**src/hw/rtl/wpm_pkg.sv**
```systemverilog
`timescale 1ns / 1ps
// ----------------------------------------------------------------------------
// wpm_pkg
// Shared codes, character constants and types of the wildcard matcher.
// ----------------------------------------------------------------------------
package wpm_pkg;

    localparam int DEF_MAX_ELEMS = 32;
    localparam int COL_W         = 8;   // column index width, covers 256 elements

    localparam logic [1:0] ACT_CLEAR   = 2'd0;
    localparam logic [1:0] ACT_PATTERN = 2'd1;
    localparam logic [1:0] ACT_TEXT    = 2'd2;
    localparam logic [1:0] ACT_END     = 2'd3;

    localparam logic [1:0] KIND_LIT   = 2'd0;
    localparam logic [1:0] KIND_ANY   = 2'd1;
    localparam logic [1:0] KIND_STAR  = 2'd2;
    localparam logic [1:0] KIND_CLASS = 2'd3;

    localparam logic [2:0] MODE_NORMAL = 3'd0;
    localparam logic [2:0] MODE_ESCAPE = 3'd1;
    localparam logic [2:0] MODE_OPEN   = 3'd2;
    localparam logic [2:0] MODE_BODY   = 3'd3;
    localparam logic [2:0] MODE_DASH   = 3'd4;

    localparam logic [7:0] CH_BSLASH = 8'h5C;
    localparam logic [7:0] CH_QUEST  = 8'h3F;
    localparam logic [7:0] CH_STAR   = 8'h2A;
    localparam logic [7:0] CH_LBRACK = 8'h5B;
    localparam logic [7:0] CH_CARET  = 8'h5E;
    localparam logic [7:0] CH_RBRACK = 8'h5D;
    localparam logic [7:0] CH_DASH   = 8'h2D;
    localparam logic [7:0] CH_SLASH  = 8'h2F;

    localparam logic [8:0] PREV_NONE = 9'h100;

    // class table write: rows lo..hi of one column get val
    typedef struct packed {
        logic             en;
        logic [7:0]       lo;
        logic [7:0]       hi;
        logic [COL_W-1:0] col;
        logic             val;
    } wpm_wr_req_t;

endpackage

```
**src/hw/rtl/wpm_core.sv**
```systemverilog
`timescale 1ns / 1ps
// ----------------------------------------------------------------------------
// wpm_core
// Pattern compiler and NFA step: element registers, active set, match latch.
// ----------------------------------------------------------------------------
module wpm_core #(
    parameter int MAX_ELEMS = 32
) (
    input  logic                 aclk,
    input  logic                 aresetn,
    input  logic                 strobe,
    input  logic [1:0]           action,
    input  logic [7:0]           data_byte,
    input  logic [MAX_ELEMS-1:0] row_data,
    output wpm_pkg::wpm_wr_req_t wr_req,
    output logic                 res_matched,
    output logic                 res_overflow
);
    import wpm_pkg::*;

    localparam int N    = MAX_ELEMS;
    localparam int CW   = $clog2(N);
    localparam int CNTW = $clog2(N + 1);

    logic [1:0]    kind_reg [N];
    logic [7:0]    lit_reg  [N];
    logic          neg_reg  [N];

    logic [N:0]      act_reg,   act_next;
    logic [CNTW-1:0] count_reg, count_next;
    logic [2:0]      mode_reg,  mode_next;
    logic [8:0]      prev_reg,  prev_next;
    logic            tl_reg,    tl_next;
    logic            latch_reg, latch_next;

    logic            alloc_en;
    logic [1:0]      alloc_kind;
    logic            neg_en;
    logic            neg_val;
    logic [CW-1:0]   neg_idx;
    logic [CNTW-1:0] cnt_m1;
    logic            cnt_full;

    logic [N-1:0] valid_v, star_v, acc_v, hit_v, x_v;
    logic [N:0]   sum_v, cur_v;

    always_comb begin
        for (int i = 0; i < N; i++) begin
            valid_v[i] = CNTW'(i) < count_reg;
            star_v[i]  = valid_v[i] && kind_reg[i] == KIND_STAR;
            case (kind_reg[i])
                KIND_LIT:   acc_v[i] = lit_reg[i] == data_byte;
                KIND_CLASS: acc_v[i] = row_data[i] ^ neg_reg[i];
                default:    acc_v[i] = 1'b1;
            endcase
        end
        // star closure as a carry chain
        x_v   = act_reg[N-1:0] & star_v;
        sum_v = {1'b0, star_v} + {1'b0, x_v};
        cur_v = act_reg | (sum_v ^ {1'b0, star_v} ^ {1'b0, x_v});
        hit_v = cur_v[N-1:0] & valid_v & acc_v;
    end

    always_comb begin
        act_next   = act_reg;
        count_next = count_reg;
        mode_next  = mode_reg;
        prev_next  = prev_reg;
        tl_next    = tl_reg;
        latch_next = latch_reg;
        alloc_en   = 1'b0;
        alloc_kind = KIND_LIT;
        neg_en     = 1'b0;
        neg_val    = 1'b0;
        cnt_m1     = count_reg - 1'b1;
        cnt_full   = count_reg == CNTW'(N);
        neg_idx    = cnt_m1[CW-1:0];
        wr_req     = '0;
        wr_req.col = COL_W'(cnt_m1[CW-1:0]);
        wr_req.val = 1'b1;

        res_matched  = !tl_reg && mode_reg != MODE_ESCAPE && (latch_reg || cur_v[count_reg]);
        res_overflow = tl_reg;

        if (strobe) begin
            case (action)
                ACT_CLEAR: begin
                    act_next   = (N + 1)'(1);
                    count_next = '0;
                    mode_next  = MODE_NORMAL;
                    prev_next  = PREV_NONE;
                    tl_next    = 1'b0;
                    latch_next = 1'b0;
                end
                ACT_PATTERN: begin
                    if (!tl_reg) begin
                        case (mode_reg)
                            MODE_ESCAPE: begin
                                mode_next = MODE_NORMAL;
                                alloc_en  = 1'b1;
                            end
                            MODE_DASH: begin
                                if (prev_reg <= {1'b0, data_byte}) begin
                                    wr_req.en = 1'b1;
                                    wr_req.lo = prev_reg[7:0];
                                    wr_req.hi = data_byte;
                                end
                                prev_next = {1'b0, data_byte};
                                mode_next = MODE_BODY;
                            end
                            MODE_OPEN, MODE_BODY: begin
                                if (mode_reg == MODE_OPEN && data_byte == CH_CARET) begin
                                    neg_en    = 1'b1;
                                    neg_val   = 1'b1;
                                    mode_next = MODE_BODY;
                                end else if (data_byte == CH_RBRACK) begin
                                    mode_next = MODE_NORMAL;
                                end else if (data_byte == CH_DASH) begin
                                    mode_next = MODE_DASH;
                                end else begin
                                    wr_req.en = 1'b1;
                                    wr_req.lo = data_byte;
                                    wr_req.hi = data_byte;
                                    prev_next = {1'b0, data_byte};
                                    mode_next = MODE_BODY;
                                end
                            end
                            default: begin
                                if (data_byte == CH_BSLASH) begin
                                    mode_next = MODE_ESCAPE;
                                end else begin
                                    alloc_en = 1'b1;
                                    if (data_byte == CH_QUEST) begin
                                        alloc_kind = KIND_ANY;
                                    end else if (data_byte == CH_STAR) begin
                                        alloc_kind = KIND_STAR;
                                    end else if (data_byte == CH_LBRACK) begin
                                        alloc_kind = KIND_CLASS;
                                    end
                                end
                            end
                        endcase
                        if (alloc_en) begin
                            if (cnt_full) begin
                                tl_next  = 1'b1;
                                alloc_en = 1'b0;
                            end else begin
                                count_next = count_reg + 1'b1;
                                if (alloc_kind == KIND_CLASS) begin
                                    // fresh column: clear all 256 rows
                                    wr_req.en  = 1'b1;
                                    wr_req.lo  = 8'd0;
                                    wr_req.hi  = 8'hFF;
                                    wr_req.col = COL_W'(count_reg[CW-1:0]);
                                    wr_req.val = 1'b0;
                                    neg_en     = 1'b1;
                                    neg_idx    = count_reg[CW-1:0];
                                    prev_next  = PREV_NONE;
                                    mode_next  = MODE_OPEN;
                                end
                            end
                        end
                    end
                end
                ACT_TEXT: begin
                    if (data_byte == CH_SLASH && cur_v[count_reg]) begin
                        latch_next = 1'b1;
                    end
                    act_next = {1'b0, hit_v & star_v} | {hit_v & ~star_v, 1'b0};
                end
                default: begin
                    act_next   = (N + 1)'(1);
                    latch_next = 1'b0;
                end
            endcase
        end
    end

    always_ff @(posedge aclk) begin
        if (alloc_en) begin
            kind_reg[count_reg[CW-1:0]] <= alloc_kind;
            lit_reg[count_reg[CW-1:0]]  <= data_byte;
        end
        if (neg_en) begin
            neg_reg[neg_idx] <= neg_val;
        end
    end

    always_ff @(posedge aclk) begin
        if (!aresetn) begin
            act_reg   <= (N + 1)'(1);
            count_reg <= '0;
            mode_reg  <= MODE_NORMAL;
            prev_reg  <= PREV_NONE;
            tl_reg    <= 1'b0;
            latch_reg <= 1'b0;
        end else begin
            act_reg   <= act_next;
            count_reg <= count_next;
            mode_reg  <= mode_next;
            prev_reg  <= prev_next;
            tl_reg    <= tl_next;
            latch_reg <= latch_next;
        end
    end

endmodule

```
**config.mk**
```make
export PLATFORM = sky130hd
export DESIGN_NAME = wpm_core
export DESIGN_NICKNAME = d
export VERILOG_FILES = /design/src/hw/rtl/wpm_pkg.sv /design/src/hw/rtl/wpm_core.sv
export SDC_FILE = /design/constraint.sdc
export NUM_CORES = 1
export LEC_CHECK = 0
export BUFFER_PORTS_ARGS = -buffer_cell sky130_fd_sc_hd__clkbuf_2
export CAP_MARGIN = 20
export CELL_PAD_IN_SITES_DETAIL_PLACEMENT = 0
export CELL_PAD_IN_SITES_GLOBAL_PLACEMENT = 1
export CORE_MARGIN = 5
export CORE_UTILIZATION = 40
export DETAILED_ROUTE_END_ITERATION = 8
export PLACE_DENSITY_LB_ADDON = 0.1
export SLEW_MARGIN = 30
export SYNTH_ARGS = -nofsm -noshare
export SYNTH_HDL_FRONTEND = slang
export SYNTH_SLANG_ARGS = --single-unit
```
**constraint.sdc**
```tcl
create_clock -name aclk -period 4.6 [get_ports aclk]
set_input_delay 0 -clock aclk [delete_from_list [all_inputs] [get_ports aclk]]
set_output_delay 0 -clock aclk [all_outputs]
set_load 0.02 [all_outputs]
```
### Word-level counts from Yosys, hierarchy flattened

Memories as Yosys holds them, arrays and structs flattened.
Cells that the tools add are included.

| cells by class | value |
|---|---|
| add/sub/neg operators | 3 |
| multiply operators | 0 |
| divide/modulo/power cells | 0 |
| order comparisons | 34 |
| equality and inequality tests | 117 |
| shifts and indexed selects | 0 |
| mux-type cells | 117 |
| bitwise gates (word level) | 43 |
| reductions and logical operators | 80 |

Operators by type and width:

| kind | number |
|---|---|
| 8-bit equality test | 32 |
| 32-bit bitwise AND | 5 |
| 26-bit two-way mux | 6 |
| 2-bit equality test, second input constant | 66 |
| 5-bit by 6-bit < comparator with 1-bit output, first input constant | 16 |
| 1-bit case mux with 2 select lines | 35 |
| 17-bit two-way mux | 4 |
| 2-bit zero test | 33 |
| 33-bit case mux with 2 select lines | 1 |
| 33-bit by 32-bit XOR with 33-bit output | 2 |
| 9-bit two-way mux | 7 |
| 4-bit by 6-bit < comparator with 1-bit output, first input constant | 8 |
| 1-bit logical AND | 36 |
| 9-bit case mux with 2 select lines | 2 |
| 17-bit case mux with 2 select lines | 1 |
| 32-bit by 32-bit adder with 33-bit output | 1 |
| 32-bit by 33-bit bitwise OR with 33-bit output | 1 |
| 33-bit bitwise OR | 1 |
| 8-bit by 6-bit equality test with 1-bit output, second input constant | 4 |
| 8-bit by 7-bit equality test with 1-bit output, second input constant | 4 |
| 32-bit NOT | 1 |
| 1-bit XOR | 32 |
| 5-bit two-way mux | 6 |
| 1-bit two-way mux | 29 |
| 31 further kinds | 61 |

| word-level totals | value |
|---|---|
| bits in registers | 53 |
| bits in latches | 0 |
| bits in writable memories | 352 |
| memory bits (read-only) | 0 |
| input bits | 45 |
| output and inout port bits | 28 |
| word-level logic and storage cells | 403 |
| memories | 3 |

Memory list:

| memory | words | bits a word | read ports | clocked after memory_dff | wr ports | RTL line | RTL |
|---|---|---|---|---|---|---|---|
| lit_reg | 32 | 8 | 32 | 0 | 1 | wpm_core.sv:26 | `logic [7:0] lit_reg [N];` |
| kind_reg | 32 | 2 | 32 | 0 | 1 | wpm_core.sv:25 | `logic [1:0] kind_reg [N];` |
| neg_reg | 32 | 1 | 32 | 0 | 1 | wpm_core.sv:27 | `logic neg_reg [N];` |

### Logic depth before layout (Yosys ltp)

| depth | value |
|---|---|
| word-level depth | 18 |
| mapped depth | 18 |
| depth with buffers taken out | 16 |

### Least setup slack after synthesis

Ideal clock, no wire load.

| timing | value |
|---|---|
| path type | reg2reg |
| start | register count_reg[1] |
| end | register latch_reg |
| setup time | 125 ps |
| data arrival time | 3996 ps |
| data required time | 4475 ps |
| path slack | 479 ps |
| cell stages (with the launch flop) | 19 |
| path buffers | 2 |
| cells stage by stage | dfxtp_1 > clkbuf_1 > inv_1 > clkbuf_1 > ha_1 > a21boi_0 > and2_1 > ha_1 > or4_1 > o211ai_1 > a2111o_1 > a21boi_1 > a311oi_1 > nand2b_1 > o211a_1 > a311o_1 > a211o_1 > a21oi_1 > a211oi_2 |

| on the way | value |
|---|---|
| cells in the longest elaborated chain, start to end | 12 |
| elaborated cells between the ends (all ways) | 74 |

RTL lines:

| element | RTL line | RTL |
|---|---|---|
| from (decl) | wpm_core.sv:30 | `logic [CNTW-1:0] count_reg, count_next;` |
| from (signal assigned) | wpm_core.sv:199 | `count_reg <= count_next;` |
| 1-bit by 6-bit < comparator with 1-bit output (tied with other cells) | wpm_core.sv:49 | `valid_v[i] = CNTW'(i) < count_reg;` |
| 1-bit logical AND | wpm_core.sv:50 | `star_v[i] = valid_v[i] && kind_reg[i] == KIND_STAR;` |
| 32-bit bitwise AND | wpm_core.sv:58 | `x_v = act_reg[N-1:0] & star_v;` |
| 32-bit by 32-bit adder with 33-bit output | wpm_core.sv:59 | `sum_v = {1'b0, star_v} + {1'b0, x_v};` |
| 33-bit by 32-bit XOR with 33-bit output (2 in series) | wpm_core.sv:60 | `cur_v = act_reg \| (sum_v ^ {1'b0, star_v} ^ {1'b0, x_v});` |
| 33-bit bitwise OR | wpm_core.sv:60 |  |
| 1-bit binary-select mux with 6-bit select (*) | wpm_core.sv:166 | `if (data_byte == CH_SLASH && cur_v[count_reg]) begin` |
| 1-bit two-way mux (not written as such) (*) | wpm_core.sv:166 |  |
| 1-bit logical AND (*) | wpm_core.sv:166 |  |
| 2-bit inequality test (no line) (*) | -- |  |
| 3-bit AND reduction (no line) (*) | -- |  |
| to (signal assigned) | wpm_core.sv:203 | `latch_reg <= latch_next;` |
| to (decl) | wpm_core.sv:34 | `logic latch_reg, latch_next;` |

Mark *: on every way between the ends. The rest lies on a longest branch, timed or not. The select of a mux whose other input is x is not followed.
A chain may end at the register's enable or synchronous reset.

### Final worst setup path

| timing | value |
|---|---|
| start | register count_reg[2] |
| end | output res_matched |

| on the way | value |
|---|---|
| cells in the longest elaborated chain, start to end | 11 |
| elaborated cells between the ends (all ways) | 73 |

RTL lines:

| element | RTL line | RTL |
|---|---|---|
| 1-bit by 6-bit < comparator with 1-bit output (tied with other cells) | wpm_core.sv:49 |  |
| 1-bit logical AND | wpm_core.sv:50 |  |
| 32-bit bitwise AND | wpm_core.sv:58 |  |
| 32-bit by 32-bit adder with 33-bit output | wpm_core.sv:59 |  |
| 33-bit by 32-bit XOR with 33-bit output (2 in series) | wpm_core.sv:60 |  |
| 33-bit bitwise OR | wpm_core.sv:60 |  |
| 1-bit binary-select mux with 6-bit select (*) | wpm_core.sv:82 | `res_matched = !tl_reg && mode_reg != MODE_ESCAPE && (latch_reg \|\| cur_v[count_reg]);` |
| 1-bit two-way mux (not written as such) (*) | wpm_core.sv:82 |  |
| 1-bit logical OR (*) | wpm_core.sv:82 |  |
| 1-bit logical AND (*) | wpm_core.sv:82 |  |
| to (decl) | wpm_core.sv:16 | `output logic res_matched,` |

Marks and branches as above.

==> impl_metrics.yaml <==
run_status:
  status: "finished, violations left"
  violations: "setup timing"
floorplan:
  die_area_mm2: 0.0603
  die_h_um: 246
  rows: 86
  coreArea_mm2: 0.0550
  ios: 73
  die_width_um: 246
  start_util_pct: 40.4
timing:
  fmax_mhz: 215
  hold_viol: 0
  hold-worst-slack_ns: 0.0144
  finalCritPeriodShare_pct: 101
  drv_slew: 0
  finalSetupViolCount: 1
  rsz0062_at_grt: "true"
  min_period_ns: 4.65
  setup_slack_ns: -0.0459
  max_slew_margin_pct: 36.4
  tightest_slew_ns: 0.949
  clock_skew_ns: 0.0315
pwr:
  powerDensity_mw_per_mm2: 312
  ir_drop_uv: 282
  leakage_nw: 9.18
routing:
  antenna_left: 0
  num_vias: 16200
  wl_met3_um: 3280
  top_layer_used: "met4"
  routedWlPerCell_um: 24.3
  viasPerCell: 5.53
  drtPass1Iterations: 5
  route.detailed.drc: 0
  wirelength_met1_um: 33000
  drt_iter0_markers: 1260
  routed_wirelength_um: 70900
  dr_wl_met2_um: 32900
worst_setup_path:
  path_delay_family: "compound AO/OA/AOI/OAI gates"
  worst-path-buf-inv: 1
  required_ns: 4.60
  crit_path_top_delay_cell: "or4_1"
  critPathMaxFanout: 3
  path_cells: "or3_4 > o31a_1 > and2_4 > ha_4 > or4_1 > o211ai_1 > a2111o_1 > a21boi_2 > a311oi_4 > nand2b_1 > o211a_1 > a311o_1 > a211o_1 > a21oi_2 > a21oi_4 > buf_8"
  critPathKind: "reg2out"
  cp-start-kind: "flip-flop"
  critical_path.max_stage_delay_ns: 0.39
  crit_arrival_ns: 4.65
  cp-end-kind: "output port"
yosys:
  synth-xor-area-share_pct: 11.6
  synthDistinctLibCells: 90
  ys_ff_latch: 405
  syn_inst: 2003
  synth_area_mm2: 0.0222
  synth_ff_type: "edfxtp_1"
  yosys.area_share.adder_pct: 6.26
  yosys_warnings: 0
  synth_compound_area_share_pct: 12.7
  synth_edf_count: 352
  avgSynthCellArea_um2: 11.1
  synth_top_family_by_area: "simple AND/OR/NAND/NOR gates"
  synth_seq_area_share_pct: 52.4
  synthMuxAreaShare_pct: 0.0959
  synthArstFlopShare_pct: 0
  synth-simple-area-share_pct: 12.9
global_routing:
  grt_max_degree: 74
  antenna_found_initial: 0
  grt_pass1_vias: 15800
  grt_usage_pct: 23.2
  overflow: 0
  grt_pass1_wl_um: 106000
place:
  dp_hpwl_um: 50200
  port_buffers: 69
  place_congestion: 0.987
  pre_cts_ws_ns: 0.147
clock_network:
  htree_levels: 2
  clockBufferDepth: 3
  cts-buffers-inserted: 45
  insertion_delay_ns: 0.59
  cts.reportedPaths.clkPinSlew_ns: 0.06
  cts.sinks: 405
  root_buffer: "clkbuf_16"
  cts_tree: "yes"
cells_and_area:
  antenna_cells: 0
  area_delta_synth_final_pct: 15.3
  nets: 2297
  largest_reg_flops: 256
  drive_gt1_share_pct: 13.1
  seq_area_mm2: 0.0116
  multi_input_area_mm2: 0.00980
  num-fill-cells: 5089
hold_path:
  hp-class: "in2reg"
job:
  cap_violations: 0
## metrics by stage
stage | util [%] | cells | total power [mW] | instance area (µm²) | setup TNS (ns)
finish | 46.6 | 2923 | 7.98 | 25600 | -0.0459
CTS | 46.4 | 2921 | 8.09 | 25500 | -0.145
global route | 46.6 | 2923 | 8.29 | 25600 | -0.236
global placement | 43.5 | 2825 | 4.52 | 23900 | 0
floorplan | - | 2005 | 4.30 | 22200 | 0
detailed placement | 43.5 | 2825 | 4.52 | 23900 | 0
## where the power goes
part | switching, mW | internal (mW) | leakage [nW]
registers | 0.00246 | 3.98 | 3.51
clock network | 1.48 | 2.05 | 0.687
logic | 0.319 | 0.153 | 4.98
total | 1.80 | 6.18 | 9.18
## synth_stat cells (all sizes together) (8+ instances only)
| cell | n | area [µm²] |
|---|---|---|
| a211oi | 20 | 160 |
| a21boi | 8 | 60.1 |
| a21o | 9 | 67.6 |
| a21oi | 90 | 450 |
| a22oi | 40 | 300 |
| a31oi | 16 | 100 |
| and2 | 14 | 87.6 |
| and3 | 8 | 55.1 |
| buf | 41 | 196 |
| clkbuf | 55 | 208 |
| dfxtp | 53 | 1060 |
| edfxtp | 352 | 10600 |
| ha | 111 | 1390 |
| inv | 123 | 462 |
| nand2 | 95 | 357 |
| nand2b | 18 | 113 |
| nand3 | 71 | 355 |
| nand4 | 23 | 159 |
| nor2 | 127 | 482 |
| nor2b | 38 | 238 |
| nor3 | 67 | 352 |
| nor4 | 48 | 315 |
| o211ai | 11 | 82.6 |
| o21a | 11 | 82.6 |
| o21ai | 90 | 450 |
| o22ai | 12 | 75.1 |
| o31ai | 14 | 110 |
| o32ai | 9 | 78.8 |
| or2 | 9 | 56.3 |
| xnor2 | 94 | 823 |
| xor2 | 201 | 1760 |
## layout make-up
type                            count  area share [%]
Inverter                          123            1.80
Multi-Input combinational cell   1381            38.3
Sequential cell                   405            45.5
Tap cell                          748            3.66
Clock inverter                     25           0.904
Timing Repair Buffer              185            5.27
Clock buffer                       56            4.64
## cell families (layout without fill, tap and decap cells)
kind of cell / after synthesis / after routing
AOI/OAI and AO/OA: 415 / 415
xor gates and xnor gates: 295 / 295
adders and majority gates: 111 / 111
buffers and inverters: 219 / 389
DFF: 405 / 405
muxes: 2 / 2
other: 1 / 3
and+or+nand+nor: 555 / 555
## worst paths after layout
| check | slack [ns] | cells past startpoint | end | startpoint |
|---|---|---|---|---|
| max reg2reg | 0.41 | 17 | latch_reg$_SDFFE_PN0P_ | count_reg[2]$_SDFFE_PN0P_ |
| min reg2reg | 0.50 | 2 | prev_reg[8]$_SDFFE_PN1P_ | prev_reg[8]$_SDFFE_PN1P_ |
| min | 0.01 | 2 | lit_reg[24][5]$_DFFE_PP_ | data_byte[5] |
| max | -0.05 | 16 | res_matched | count_reg[2]$_SDFFE_PN0P_ |
## repair_timing
item | in CTS | in global routing
resized for setup | 16 | 12
pin swaps | 11 | 12
endpoints found under the hold margin | 24 | 0
setup buffers | 6 | 2
hold buffers | 10 | 0
setup endpoints to repair | 1 | 1
## layer usage
| layer | vias up | global-route usage, % |
|---|---|---|
| li1 | 7575 | - |
| met1 | 8060 | 33.7 |
| met2 | 442 | 37.1 |
| met3 | 98 | 2.92 |
| met4 | 0 | 5.73 |
| met5 | - | 0 |
## cells in the final DEF, fill, tap and decap left out, types with 6 or more instances in the layout
cell	count
inv_1	122
edfxtp_1	352
buf_4	105
nand2_1	95
nand3_1	71
nor2_1	124
clkbuf_1	9
a22oi_1	40
dfxtp_1	50
o21bai_1	7
nand4_1	22
nor2b_1	38
xor2_1	201
a21oi_1	87
and3_1	7
o211ai_1	11
and2_1	13
nor4_1	45
o21ai_0	81
a21o_1	9
a31oi_1	16
xnor2_1	94
or3_1	6
clkbuf_16	45
or2_2	8
clkbuf_2	60
nand2b_1	18
nor3_1	65
o22ai_1	12
clkinv_1	11
a211o_1	7
o31ai_1	13
ha_1	109
dlygate4sd3_1	10
o21a_1	11
o21ai_1	6
a211oi_1	18
o32ai_1	9
No activity file was read; power rests on OpenSTA's default activity.
